`src/sv/ffa_pkg.sv`:
```
// ffa_pkg: shared types and constants for the first-fit free-list allocator.
// Holds the request/result words and the controller-to-datapath command and status structs.
// No dependencies.
package ffa_pkg;

    localparam int REQ_BYTES_W      = 16;
    localparam int ADDR_FIELD_W     = 12;
    localparam int HEAP_UNITS_W     = 12;
    localparam logic [HEAP_UNITS_W-1:0] HEAP_UNITS_RESET = 12'd4095;

    // Command codes of a request word
    typedef enum logic [1:0] {
        CMD_INIT  = 2'd0,
        CMD_ALLOC = 2'd1,
        CMD_FREE  = 2'd2,
        CMD_NOP   = 2'd3
    } cmd_t;

    typedef struct packed {
        cmd_t                     cmd;
        logic [REQ_BYTES_W-1:0]   request_bytes;
        logic [ADDR_FIELD_W-1:0]  block_addr;
    } ffa_req_t;

    typedef struct packed {
        logic [ADDR_FIELD_W-1:0]  alloc_addr;
        logic                     status;
    } ffa_rsp_t;

    // Read address select for the link and size RAMs
    typedef enum logic [2:0] {
        RD_NONE,
        RD_ROVER,      // link @ rover
        RD_LINK,       // both @ link read data (follow the list)
        RD_BP_NX,      // size @ bp, link @ nx
        RD_NX_SIZE,    // size @ nx
        RD_P_SIZE      // size @ p
    } rd_sel_t;

    // Write select for the link and size RAMs
    typedef enum logic [2:0] {
        WR_NONE,
        WR_INIT_SENT,  // sentinel header
        WR_INIT_BLK,   // single free block at unit 1
        WR_UNLINK,     // exact fit: link[prev] = link[p]
        WR_SHRINK,     // split: size[p] -= units
        WR_TAIL,       // split: size[tail] = units
        WR_JOIN_UP,    // free: header of bp, joined with upper neighbor
        WR_JOIN_DN     // free: header of p, joined with bp
    } wr_sel_t;

    typedef enum logic [1:0] {
        P_HOLD,
        P_ROVER,
        P_LINK
    } p_sel_t;

    typedef enum logic [1:0] {
        PREV_HOLD,
        PREV_ROVER,
        PREV_P
    } prev_sel_t;

    typedef enum logic [2:0] {
        CAP_NONE,
        CAP_NX,        // nx <= link read data
        CAP_BP,        // size[bp], link[nx]
        CAP_NSZ,       // size[nx]
        CAP_PSZ        // size[p]
    } cap_sel_t;

    typedef enum logic [1:0] {
        ROV_HOLD,
        ROV_ZERO,
        ROV_PREV,
        ROV_P
    } rov_sel_t;

    typedef enum logic [2:0] {
        RES_HOLD,
        RES_CLEAR,
        RES_GRANT_P,
        RES_GRANT_TAIL,
        RES_FAIL
    } res_sel_t;

    typedef struct packed {
        logic       load;
        rd_sel_t    rd_sel;
        wr_sel_t    wr_sel;
        p_sel_t     p_sel;
        prev_sel_t  prev_sel;
        logic       cnt_clr;
        logic       cnt_inc;
        cap_sel_t   cap_sel;
        rov_sel_t   rov_sel;
        res_sel_t   res_sel;
    } ffa_ctl_t;

    typedef struct packed {
        logic fit;       // size[p] >= units
        logic exact;     // size[p] == units
        logic at_rover;  // p == rover
        logic cnt_end;   // walk step limit reached
        logic gap;       // bp belongs between p and link[p]
    } ffa_stat_t;

endpackage

```
`src/sv/ffa_ctrl.sv`:
```
// ffa_ctrl: allocator controller - sequences init, allocate and free over the datapath.
// Depends on ffa_pkg; issues ffa_ctl_t and reads ffa_stat_t.
module ffa_ctrl
    import ffa_pkg::*;
(
    input  logic      clk,
    input  logic      rst_n,
    input  logic      start,
    input  cmd_t      req_cmd,
    input  ffa_stat_t stat,
    output ffa_ctl_t  ctl,
    output logic      busy,
    output logic      done
);

    typedef enum logic [3:0] {
        S_IDLE,
        S_NOP,
        S_INIT0,
        S_INIT1,
        S_A_HEAD,
        S_A_FIRST,
        S_A_SCAN,
        S_A_SPLIT,
        S_F_HEAD,
        S_F_SCAN,
        S_F_RD_BP,
        S_F_RD_NX,
        S_F_RD_P,
        S_F_JOIN_UP,
        S_F_JOIN_DN
    } state_t;

    state_t state_reg, state_next;
    logic   done_reg;

    assign busy = state_reg != S_IDLE;
    assign done = done_reg;

    always_comb
    begin
        ctl.load     = 1'b0;
        ctl.rd_sel   = RD_NONE;
        ctl.wr_sel   = WR_NONE;
        ctl.p_sel    = P_HOLD;
        ctl.prev_sel = PREV_HOLD;
        ctl.cnt_clr  = 1'b0;
        ctl.cnt_inc  = 1'b0;
        ctl.cap_sel  = CAP_NONE;
        ctl.rov_sel  = ROV_HOLD;
        ctl.res_sel  = RES_HOLD;
        state_next   = state_reg;

        unique case (state_reg)
            S_IDLE:
            begin
                if (start)
                begin
                    ctl.load = 1'b1;
                    unique case (req_cmd)
                        CMD_INIT:  state_next = S_INIT0;
                        CMD_ALLOC: state_next = S_A_HEAD;
                        CMD_FREE:  state_next = S_F_HEAD;
                        CMD_NOP:   state_next = S_NOP;
                    endcase
                end
            end
            S_NOP:
            begin
                ctl.res_sel = RES_CLEAR;
                state_next  = S_IDLE;
            end
            S_INIT0:
            begin
                ctl.wr_sel = WR_INIT_SENT;
                state_next = S_INIT1;
            end
            S_INIT1:
            begin
                ctl.wr_sel  = WR_INIT_BLK;
                ctl.rov_sel = ROV_ZERO;
                ctl.res_sel = RES_CLEAR;
                state_next  = S_IDLE;
            end
            S_A_HEAD:
            begin
                ctl.rd_sel   = RD_ROVER;
                ctl.prev_sel = PREV_ROVER;
                state_next   = S_A_FIRST;
            end
            S_A_FIRST:
            begin
                ctl.rd_sel  = RD_LINK;
                ctl.p_sel   = P_LINK;
                ctl.cnt_clr = 1'b1;
                state_next  = S_A_SCAN;
            end
            S_A_SCAN:
            begin
                priority if (stat.fit && stat.exact)
                begin
                    ctl.wr_sel  = WR_UNLINK;
                    ctl.rov_sel = ROV_PREV;
                    ctl.res_sel = RES_GRANT_P;
                    state_next  = S_IDLE;
                end
                else if (stat.fit)
                begin
                    ctl.wr_sel = WR_SHRINK;
                    state_next = S_A_SPLIT;
                end
                else if (stat.at_rover || stat.cnt_end)
                begin
                    ctl.res_sel = RES_FAIL;
                    state_next  = S_IDLE;
                end
                else
                begin
                    ctl.rd_sel   = RD_LINK;
                    ctl.p_sel    = P_LINK;
                    ctl.prev_sel = PREV_P;
                    ctl.cnt_inc  = 1'b1;
                end
            end
            S_A_SPLIT:
            begin
                ctl.wr_sel  = WR_TAIL;
                ctl.rov_sel = ROV_PREV;
                ctl.res_sel = RES_GRANT_TAIL;
                state_next  = S_IDLE;
            end
            S_F_HEAD:
            begin
                ctl.rd_sel  = RD_ROVER;
                ctl.p_sel   = P_ROVER;
                ctl.cnt_clr = 1'b1;
                state_next  = S_F_SCAN;
            end
            S_F_SCAN:
            begin
                priority if (stat.gap)
                begin
                    ctl.cap_sel = CAP_NX;
                    state_next  = S_F_RD_BP;
                end
                else if (stat.cnt_end)
                begin
                    // no place found: the free is dropped
                    ctl.res_sel = RES_CLEAR;
                    state_next  = S_IDLE;
                end
                else
                begin
                    ctl.rd_sel  = RD_LINK;
                    ctl.p_sel   = P_LINK;
                    ctl.cnt_inc = 1'b1;
                end
            end
            S_F_RD_BP:
            begin
                ctl.rd_sel = RD_BP_NX;
                state_next = S_F_RD_NX;
            end
            S_F_RD_NX:
            begin
                ctl.cap_sel = CAP_BP;
                ctl.rd_sel  = RD_NX_SIZE;
                state_next  = S_F_RD_P;
            end
            S_F_RD_P:
            begin
                ctl.cap_sel = CAP_NSZ;
                ctl.rd_sel  = RD_P_SIZE;
                state_next  = S_F_JOIN_UP;
            end
            S_F_JOIN_UP:
            begin
                ctl.cap_sel = CAP_PSZ;
                ctl.wr_sel  = WR_JOIN_UP;
                state_next  = S_F_JOIN_DN;
            end
            S_F_JOIN_DN:
            begin
                ctl.wr_sel  = WR_JOIN_DN;
                ctl.rov_sel = ROV_P;
                ctl.res_sel = RES_CLEAR;
                state_next  = S_IDLE;
            end
            default:
            begin
                state_next = S_IDLE;
            end
        endcase
    end

    always_ff @(posedge clk or negedge rst_n)
    begin
        if (!rst_n)
        begin
            state_reg <= S_IDLE;
            done_reg  <= 1'b0;
        end
        else
        begin
            state_reg <= state_next;
            done_reg  <= ctl.res_sel != RES_HOLD;
        end
    end

endmodule

```
`config.mk`:
```
export PLATFORM = sky130hd
export DESIGN_NAME = ffa_ctrl
export DESIGN_NICKNAME = d
export VERILOG_FILES = /design/src/sv/ffa_pkg.sv /design/src/sv/ffa_ctrl.sv
export SDC_FILE = /design/constraint.sdc
export NUM_CORES = 1
export LEC_CHECK = 0
export ABC_CLOCK_PERIOD_IN_PS = 3200
export BUFFER_PORTS_ARGS = -buffer_cell sky130_fd_sc_hd__clkbuf_2
export CAP_MARGIN = 40
export CELL_PAD_IN_SITES_DETAIL_PLACEMENT = 1
export CELL_PAD_IN_SITES_GLOBAL_PLACEMENT = 2
export CORE_MARGIN = 4
export CORE_UTILIZATION = 26
export CTS_BUF_LIST = sky130_fd_sc_hd__clkbuf_2
export CTS_CLUSTER_DIAMETER = 40
export DETAILED_ROUTE_END_ITERATION = 12
export HOLD_SLACK_MARGIN = 0.03
export PLACE_DENSITY = 0.85
export SLEW_MARGIN = 20
export SYNTH_ARGS = -nofsm -noshare
export SYNTH_HDL_FRONTEND = slang
export SYNTH_SLANG_ARGS = --single-unit
```
`constraint.sdc`:
```
create_clock -name clk -period 3.2 [get_ports clk]
set_clock_uncertainty 0.15 [all_clocks]
set_input_delay 0.48 -clock clk [delete_from_list [all_inputs] [get_ports clk]]
set_output_delay 0.48 -clock clk [all_outputs]
set_load 0.1 [all_outputs]
```
### Word level (Yosys, flattened, before mapping)

Index checks and enable logic that the tools add are counted.

| storage, ports and cells | value |
|---|---|
| flip-flop bits (word level) | 5 |
| word-level logic and storage cells | 75 |

| cells by class | value |
|---|---|
| equality and inequality tests | 20 |
| multiplexer cells | 43 |
| reductions and logical operators | 10 |

Operators by type and width:

| kind | number |
|---|---|
| 4-bit case mux with 11 select lines | 1 |
| 4-bit two-way mux | 9 |
| 4-bit == test (second input constant) | 7 |
| 3-bit case mux with 4 select lines | 2 |
| 3-bit case mux with 7 select lines | 1 |
| 3-bit case mux with 6 select lines | 1 |
| 4-bit by 3-bit == test with 1-bit output (second input constant) | 4 |
| 2-bit two-way mux | 8 |
| 2-bit case mux with 4 select lines | 2 |
| 4-bit case mux with 4 select lines | 1 |
| 3-bit two-way mux | 5 |
| 1-bit two-way mux | 11 |
| 4-bit by 2-bit == test with 1-bit output (second input constant) | 2 |
| 2-bit == test (second input constant) | 2 |
| 4-bit by 1-bit == test with 1-bit output (second input constant) | 1 |
| 4-bit zero test | 1 |
| 4-bit inequality test (second input constant) | 1 |
| 2-bit case mux with 2 select lines | 1 |
| 4-bit nonzero test | 1 |
| 2-bit OR reduction | 2 |
| 3-bit inequality test (second input constant) | 1 |
| 3-bit AND reduction | 1 |
| 3-bit nonzero test | 1 |
| 3-bit OR reduction | 1 |
| other kinds (6) | 6 |

### Depth between registers and ports, before layout

Gate-level depths: netlist of run 1.

| depth | value |
|---|---|
| depth after elaboration | 6 |
| mapped depth | 6 |

### Least setup slack after synthesis of run 1

No wires, ideal clock.

| timing path | value |
|---|---|
| path kind | register -> output |
| start point | reg state_reg[0] |
| end point | out ctl[2] in the netlist's numbering |
| arrival | 3900 ps |
| required time | 2570 ps |
| setup slack | -1330 ps |
| cell stages (with the launch flop) | 4 |
| path buffers | 1 |
| cell sequence | dfrtp_1 -> nand2b_1 -> buf_6 -> nor4b_1 |

RTL lines:

| what | RTL line | text |
|---|---|---|
| start, declared | ffa_ctrl.sv:34 | `state_t state_reg, state_next;` |
| start signal, assigned | ffa_ctrl.sv:205 | `state_reg <= state_next;` |
| end, declared | ffa_ctrl.sv:11 | `output ffa_ctl_t ctl,` |

==> results of run 1 <==
[worst paths after layout]
check,start,end,cells after the start
setup reg to reg,state_reg[2],state_reg[1],5
setup / recovery,state_reg[0],ctl[11],4
max in group asynchronous,rst_n,state_reg[2],2
hold reg to reg,state_reg[0],state_reg[0],2
hold / removal,req_cmd[1],state_reg[3],3
min in group asynchronous,rst_n,done,2
[worst reg2reg max path, cell delays in order, from the launching register on]
cell,delay (ns)
dfrtp_1,0.45
buf_4,0.23
or4_1,0.61
o32ai_1,0.30
nor2_1,0.08
o21ai_1,0.12
[cell type report]
class                      instances  area share [%]
multi-input combinational         78            55.8
timing repair buffer              37            23.9
sequential                         5            12.9
tap                               30            3.86
clock buffer                       3            1.54
inverter                           4            1.54
clock inverter                     1           0.514
[per-stage QoR]
| stage | setup TNS, ns | instances | setup WS [ns] | hold slack (ns) | utilization, % |
|---|---|---|---|---|---|
| 6_report | 0 | 158 | 0.495 | 0.425 | 38.6 |
| 5_1_grt | 0 | 158 | 0.407 | 0.438 | 38.6 |
| 4_1_cts | 0 | 158 | 0.490 | 0.421 | 38.6 |
| 3_5_place_dp | 0 | 153 | 0.750 | 0.154 | 37.4 |
| 3_3_place_gp | 0 | 153 | 0.758 | 0.153 | 37.4 |
| 2_1_floorplan | -0.578 | 96 | -0.289 | 0.0344 | - |
[cell usage in the layout, fill, tap and decap left out, types with 2 or more instances in the layout]
cell	count
inv_1	3
buf_12	2
nand2b_1	5
or4_4	2
nand2_1	7
nand3b_1	3
or3b_2	3
nor3_1	2
clkbuf_2	32
o21ai_1	4
o21ai_0	6
nor2_1	10
a21oi_1	6
buf_4	5
nor3b_2	2
and2_1	2
dfrtp_1	5
[metal layers]
metal | up-vias | wire, um | global-route usage [%]
li1 | 415 | - | -
met1 | 410 | 1140 | 18.3
met2 | 21 | 1200 | 25.3
met3 | 2 | 113 | 2.38
met4 | 0 | 21 | 5.70
met5 | - | 0 | 0
[timing repair]
action,4_1_cts,5_1_grt
endpoints found under the hold margin,5,0
resized for setup,0,0
hold buffers,1,0
setup buffers,0,0
[kinds of logic (layout without fill, tap and decap cells)]
| kind of cell | Yosys count | in the layout | synth area share, % |
|---|---|---|---|
| buffers and inverters | 13 | 45 | 8.73 |
| AOI/OAI and AO/OA | 29 | 29 | 28.9 |
| muxes | 2 | 2 | 3.03 |
| DFF | 5 | 5 | 17.8 |
| and+or+nand+nor | 47 | 47 | 41.5 |
==> metrics.md, run 1 <==
| Metric | Value |
|---|---|
| Largest register FFs | `4` |
| DRT antenna net count | `0` |
| Synth area leaders | `dfrtp_1 (18%), nor2_1 (5.3%), o21ai_0 (5.0%)` |
| Ys async rst share | `100%` |
| Port Buffers | `32` |
| Crit-path max FO | `9` |
| Die ar. | `0.00360 mm^2` |
| Slowest cell on crit path | `or4_4` |
| Synth cell types | `44` |
| Critical path buffers and inverters | `2` |
| Worst skew pair latency | `0.23 ns` |
| Vias in the first global route | `855` |
| Top delay family on crit path | `simple AND/OR/NAND/NOR gates` |
| Achievable Freq | `0.370 GHz` |
| Gr ovfl total | `0` |
| Area of the multi-input gates | `543 um^2` |
| Clock Sinks | `5` |
| DP HPWL | `1870 um` |
| Bufs on Longest Clock Path | `2` |
| Cell count after synthesis | `96` |
| # setup viols final | `0` |
| Total CTS buffers | `3` |
| GRT Util Overall | `14.8%` |
| Starting DRC count in detailed routing | `15` |
| Filler instances | `344` |
| First-pass GRT wire length | `4050 um` |
| CP cell instances | `nand2b_1, or4_4, inv_1, clkbuf_2` |
| DRC | `0` |
| Mapped cell area | `702 um^2` |
| Status | `finished clean` |
| Reg2reg setup slack | `1.20 ns` |
| Yosys Warn Count | `0` |
| Fraction of layout cells with a size suffix above 1 | `44.5%` |
| Ys flop type | `dfrtp_1` |
| Slew @ Worst Pin | `0.547 ns` |
| Total core area | `0.00252 mm^2` |
| Type of the worst setup path | `flop to output pin` |
| Initial Util | `27.8%` |
| GP Congestion | `0.847` |
| Row count | `18` |
| Worst Path Arrival | `2.08 ns` |
| Fin. Hold Viols | `0` |
| Worst endpoint required time | `2.57 ns` |
| Storage cell area | `125 um^2` |
| Design Area, Final | `973 um^2` |
| H-tree levels | `1` |
| IO Pins | `33` |
| Avg Synthesized Cell Area | `7.31 um^2` |
| Crit path time final | `2.71 ns` |
| Max-Cap Viols | `0` |
| Setup crit start kind | `flop` |
| Top cell type's share of synthesized area | `17.8%` |
| DRT Wirelength | `2480 um` |
| Synthesized net count | `106` |
| Post-DR vias/cell | `5.37` |
| HP Class | `primary input to flop` |
| Slew Limit Fails | `0` |
| Vias | `848` |
| CTS tree | `built` |
| Fin nets | `139` |
| Largest net degree at the start of global routing | `24` |
| Reg clk slew, reported paths | `0.07 ns` |
| Pre-Repair DR Iteration Count | `4` |
| CP max stage delay | `0.63 ns` |
| Die H | `60.0 um` |
| Root Buffer | `clkbuf_2` |
| Most common cell in the netlist | `nor2_1` |
| Die width | `60.0 um` |
| Layout area overhead | `38.7%` |
| Antenna Cells | `0` |
| Synth top cells by count | `nor2_1 (10), nand2_1 (7), o21ai_0 (7)` |
| Leading area contributor after synthesis | `dfrtp_1` |
| Placed cell areas | `943 um^2` |
| Post-synthesis sequential area ratio | `17.8%` |
| CP Capture Type | `output pin` |
| Rel. slew slack | `63.7%` |
| Antenna violations before repair | `0` |
| Tcrit/Tclk final | `84.5%` |
| FF+latch count, synth | `5` |
| EDFF count, synth | `0` |
| Routed WL per cell | `15.7 um` |
| RSZ-0062 raised after global routing | `no` |
Power of run 1 is not shown: default switching activity piles up to over one toggle a cycle in this logic, so the estimate is an artifact.
==> run 2, diff against run 1 <==
--- a/config.mk
+++ b/config.mk
@@ -5,18 +5,18 @@
 export SDC_FILE = /design/constraint.sdc
 export NUM_CORES = 1
 export LEC_CHECK = 0
-export ABC_CLOCK_PERIOD_IN_PS = 3200
+export ABC_CLOCK_PERIOD_IN_PS = 2640
 export BUFFER_PORTS_ARGS = -buffer_cell sky130_fd_sc_hd__clkbuf_2
 export CAP_MARGIN = 40
 export CELL_PAD_IN_SITES_DETAIL_PLACEMENT = 1
 export CELL_PAD_IN_SITES_GLOBAL_PLACEMENT = 2
 export CORE_MARGIN = 4
-export CORE_UTILIZATION = 26
+export CORE_UTILIZATION = 24
 export CTS_BUF_LIST = sky130_fd_sc_hd__clkbuf_2
 export CTS_CLUSTER_DIAMETER = 40
 export DETAILED_ROUTE_END_ITERATION = 12
 export HOLD_SLACK_MARGIN = 0.03
-export PLACE_DENSITY = 0.85
+export PLACE_DENSITY = 0.79
 export SLEW_MARGIN = 20
 export SYNTH_ARGS = -nofsm -noshare
 export SYNTH_HDL_FRONTEND = slang
==> constraint.sdc (replaced) <==
create_clock -name clk -period 2.64 [get_ports clk]
set_clock_uncertainty 0.15 [all_clocks]
set_input_delay 0.396 -clock clk [delete_from_list [all_inputs] [get_ports clk]]
set_output_delay 0.396 -clock clk [all_outputs]
set_load 0.1 [all_outputs]
==> run 2 against run 1 <==
Against the previous run: first-iteration DRC count grew 33%; critical path depth shrank 1; global-route usage shrank 0.11 points; count of clock-buffer cells in the layout is the same; register-to-register slack lost 0.52 ns; non-clock buffer count grew 5; critical path type unchanged; largest cell class unchanged.
==> metrics.md, run 2 (synthesis gave the netlist of run 1 again) <==
| Metric | Value |
|---|---|
| Slowest cell on crit path | `or4_1` |
| Filler instances | `351 (+2.0%)` |
| Fin. Hold Viols | `0 (unchanged)` |
| Reg clk slew, reported paths | `0.08 ns (about the same)` |
| Post-DR vias/cell | `5.32 (-0.82%)` |
| Layout Cells excl Fill | `164 (+3.8%)` |
| Commonest non-fill, non-tap cell in the layout | `clkbuf_2` |
| Fraction of layout cells with a size suffix above 1 | `48.9% (+4.3 points)` |
| # setup viols final | `0 (unchanged)` |
| Pre-Repair DR Iteration Count | `4 (unchanged)` |
| Starting DRC count in detailed routing | `20 (+5)` |
| Dpl ws | `0.370 ns (-0.381 ns)` |
| Port Buffers | `32 (unchanged)` |
| Max-Cap Viols | `0 (unchanged)` |
| Status | `finished clean` |
| Gr ovfl total | `0 (unchanged)` |
| Placed insts | `159 (+3.9%)` |
| Leading cell types in the layout, fill and taps excluded | `clkbuf_2 (18), buf_4 (14), buf_12 (12), nor2_1 (10), nand2_1 (7)` |
| Achievable Freq | `0.406 GHz` |
| Setup crit start kind | `flop` |
| DP HPWL | `2020 um (+8.2%)` |
| Rel. slew slack | `65.3% (+1.6 points)` |
| GRT Util Overall | `14.7% (-0.11 points)` |
| IO Pins | `33 (unchanged)` |
| Die H | `62.1 um (+3.5%)` |
| First-pass GRT wire length | `4270 um (+5.5%)` |
| DRT antenna net count | `0 (unchanged)` |
| Final core utilization | `43.3% (+4.7 points)` |
| DRC | `0 (unchanged)` |
| Worst skew pair latency | `0.23 ns (about the same)` |
| Crit path time final | `2.46 ns` |
| Area of the multi-input gates | `574 um^2 (+5.8%)` |
| CTS tree | `built` |
| Bufs on Longest Clock Path | `2 (unchanged)` |
| Die ar. | `0.00385 mm^2 (+7.2%)` |
| DRT Wirelength | `2520 um (+1.6%)` |
| Worst endpoint required time | `2.09 ns (-0.48 ns)` |
| Clock Sinks | `5 (unchanged)` |
| Vias in the first global route | `900 (+5.3%)` |
| Largest net degree at the start of global routing | `24 (unchanged)` |
| Type of the worst setup path | `flop to output pin` |
| Min setup slack post-route | `0.179 ns (-0.315 ns)` |
| CP cell instances | `buf_4, or4_1, clkbuf_2` |
| Root Buffer | `clkbuf_2` |
| Placed cell areas | `0.00117 mm^2 (+24%)` |
| Row count | `19 (+1)` |
| Antenna violations before repair | `0 (unchanged)` |
| Slew @ Worst Pin | `0.508 ns (-0.0394 ns)` |
| Design Area, Final | `0.00120 mm^2 (+24%)` |
| Layout area overhead | `71.7%` |
| Postcts setup bufs | `0 (unchanged)` |
| Tcrit/Tclk final | `93.2%` |
| RSZ-0062 raised after global routing | `no` |
| Die width | `62.1 um (+3.5%)` |
| Routed WL per cell | `15.3 um (-2.1%)` |
| Slew Limit Fails | `0 (unchanged)` |
| Largest register FFs | `4 (unchanged)` |
| CP max stage delay | `0.58 ns (-0.05 ns)` |
| HP Class | `primary input to async pin` |
| Total core area | `0.00278 mm^2 (+10%)` |
| H-tree levels | `1 (unchanged)` |
| Crit-path max FO | `12 (+3)` |
| CP Capture Type | `output pin` |
| Storage cell area | `126 um^2 (+1.0%)` |
| Worst Path Arrival | `1.91 ns (-0.17 ns)` |
| Antenna Cells | `0 (unchanged)` |
| Total CTS buffers | `3 (unchanged)` |
| GP Congestion | `0.814 (-4.0%)` |
| Fin nets | `144 (+3.6%)` |
| Initial Util | `25.2% (-2.6 points)` |
| Vias | `873 (+2.9%)` |
[run 2: cell types whose count changed in the layout (fill, tap and decap cells not counted), sizes merged]
cell    delta
buf       +19
clkbuf    -14
[run 2: what timing repair did]
item | in CTS | in global routing
hold endpoints to repair | 5 | 0
hold buffers | 1 | 0
setup endpoints to repair | 0 | 1
resized for setup | 0 | 1
[run 2: final cells by class]
| class | count | area share, % |
|---|---|---|
| multi-input cells | 78 | 47.7 |
| inverters | 4 | 1.25 |
| clock buffers | 3 | 1.25 |
| flip-flops and latches | 5 | 10.5 |
| repair buffers | 42 | 35.7 |
| well taps | 31 | 3.22 |
| clock inverters | 1 | 0.415 |
[run 2: path summary, 6_finish.rpt]
path	from	to	slack [ns]	cells after the start
worst min-delay path	rst_n	done	0.36	2
worst max register to register	state_reg[2]	state_reg[1]	0.68	5
worst min register to register	state_reg[3]	state_reg[1]	0.58	3
max in group asynchronous	rst_n	state_reg[2]	1.83	2
min in group clk	stat[1]	state_reg[3]	0.37	3
worst max-delay path	state_reg[2]	busy	0.18	3
[run 2: layer usage]
layer | vias to the layer above | global-route usage [%] | part of all wire [%]
li1 | 424 | - | -
met1 | 424 | 20.4 | 46
met2 | 25 | 24.1 | 50
met3 | 0 | 1.45 | 4.6
met4 | 0 | 3.64 | 0
met5 | - | 0 | 0
[run 2: through the flow]
step / hold slack, ns / TNS (ns)
after global placement: 0.0598 / 0
after floorplan: -0.0496 / -1.83
after detailed placement: 0.0642 / 0
after CTS: 0.364 / 0
final: 0.364 / 0
after global routing: 0.364 / 0
[run 2: critical path: cells and delay by family, from the launching register on]
| family | cells | cell delay [ns] |
|---|---|---|
| buffers and inverters | 2 | 0.61 |
| and+or+nand+nor | 1 | 0.58 |
| DFF | 1 | 0.49 |
Power of run 2 is left out for the same reason.
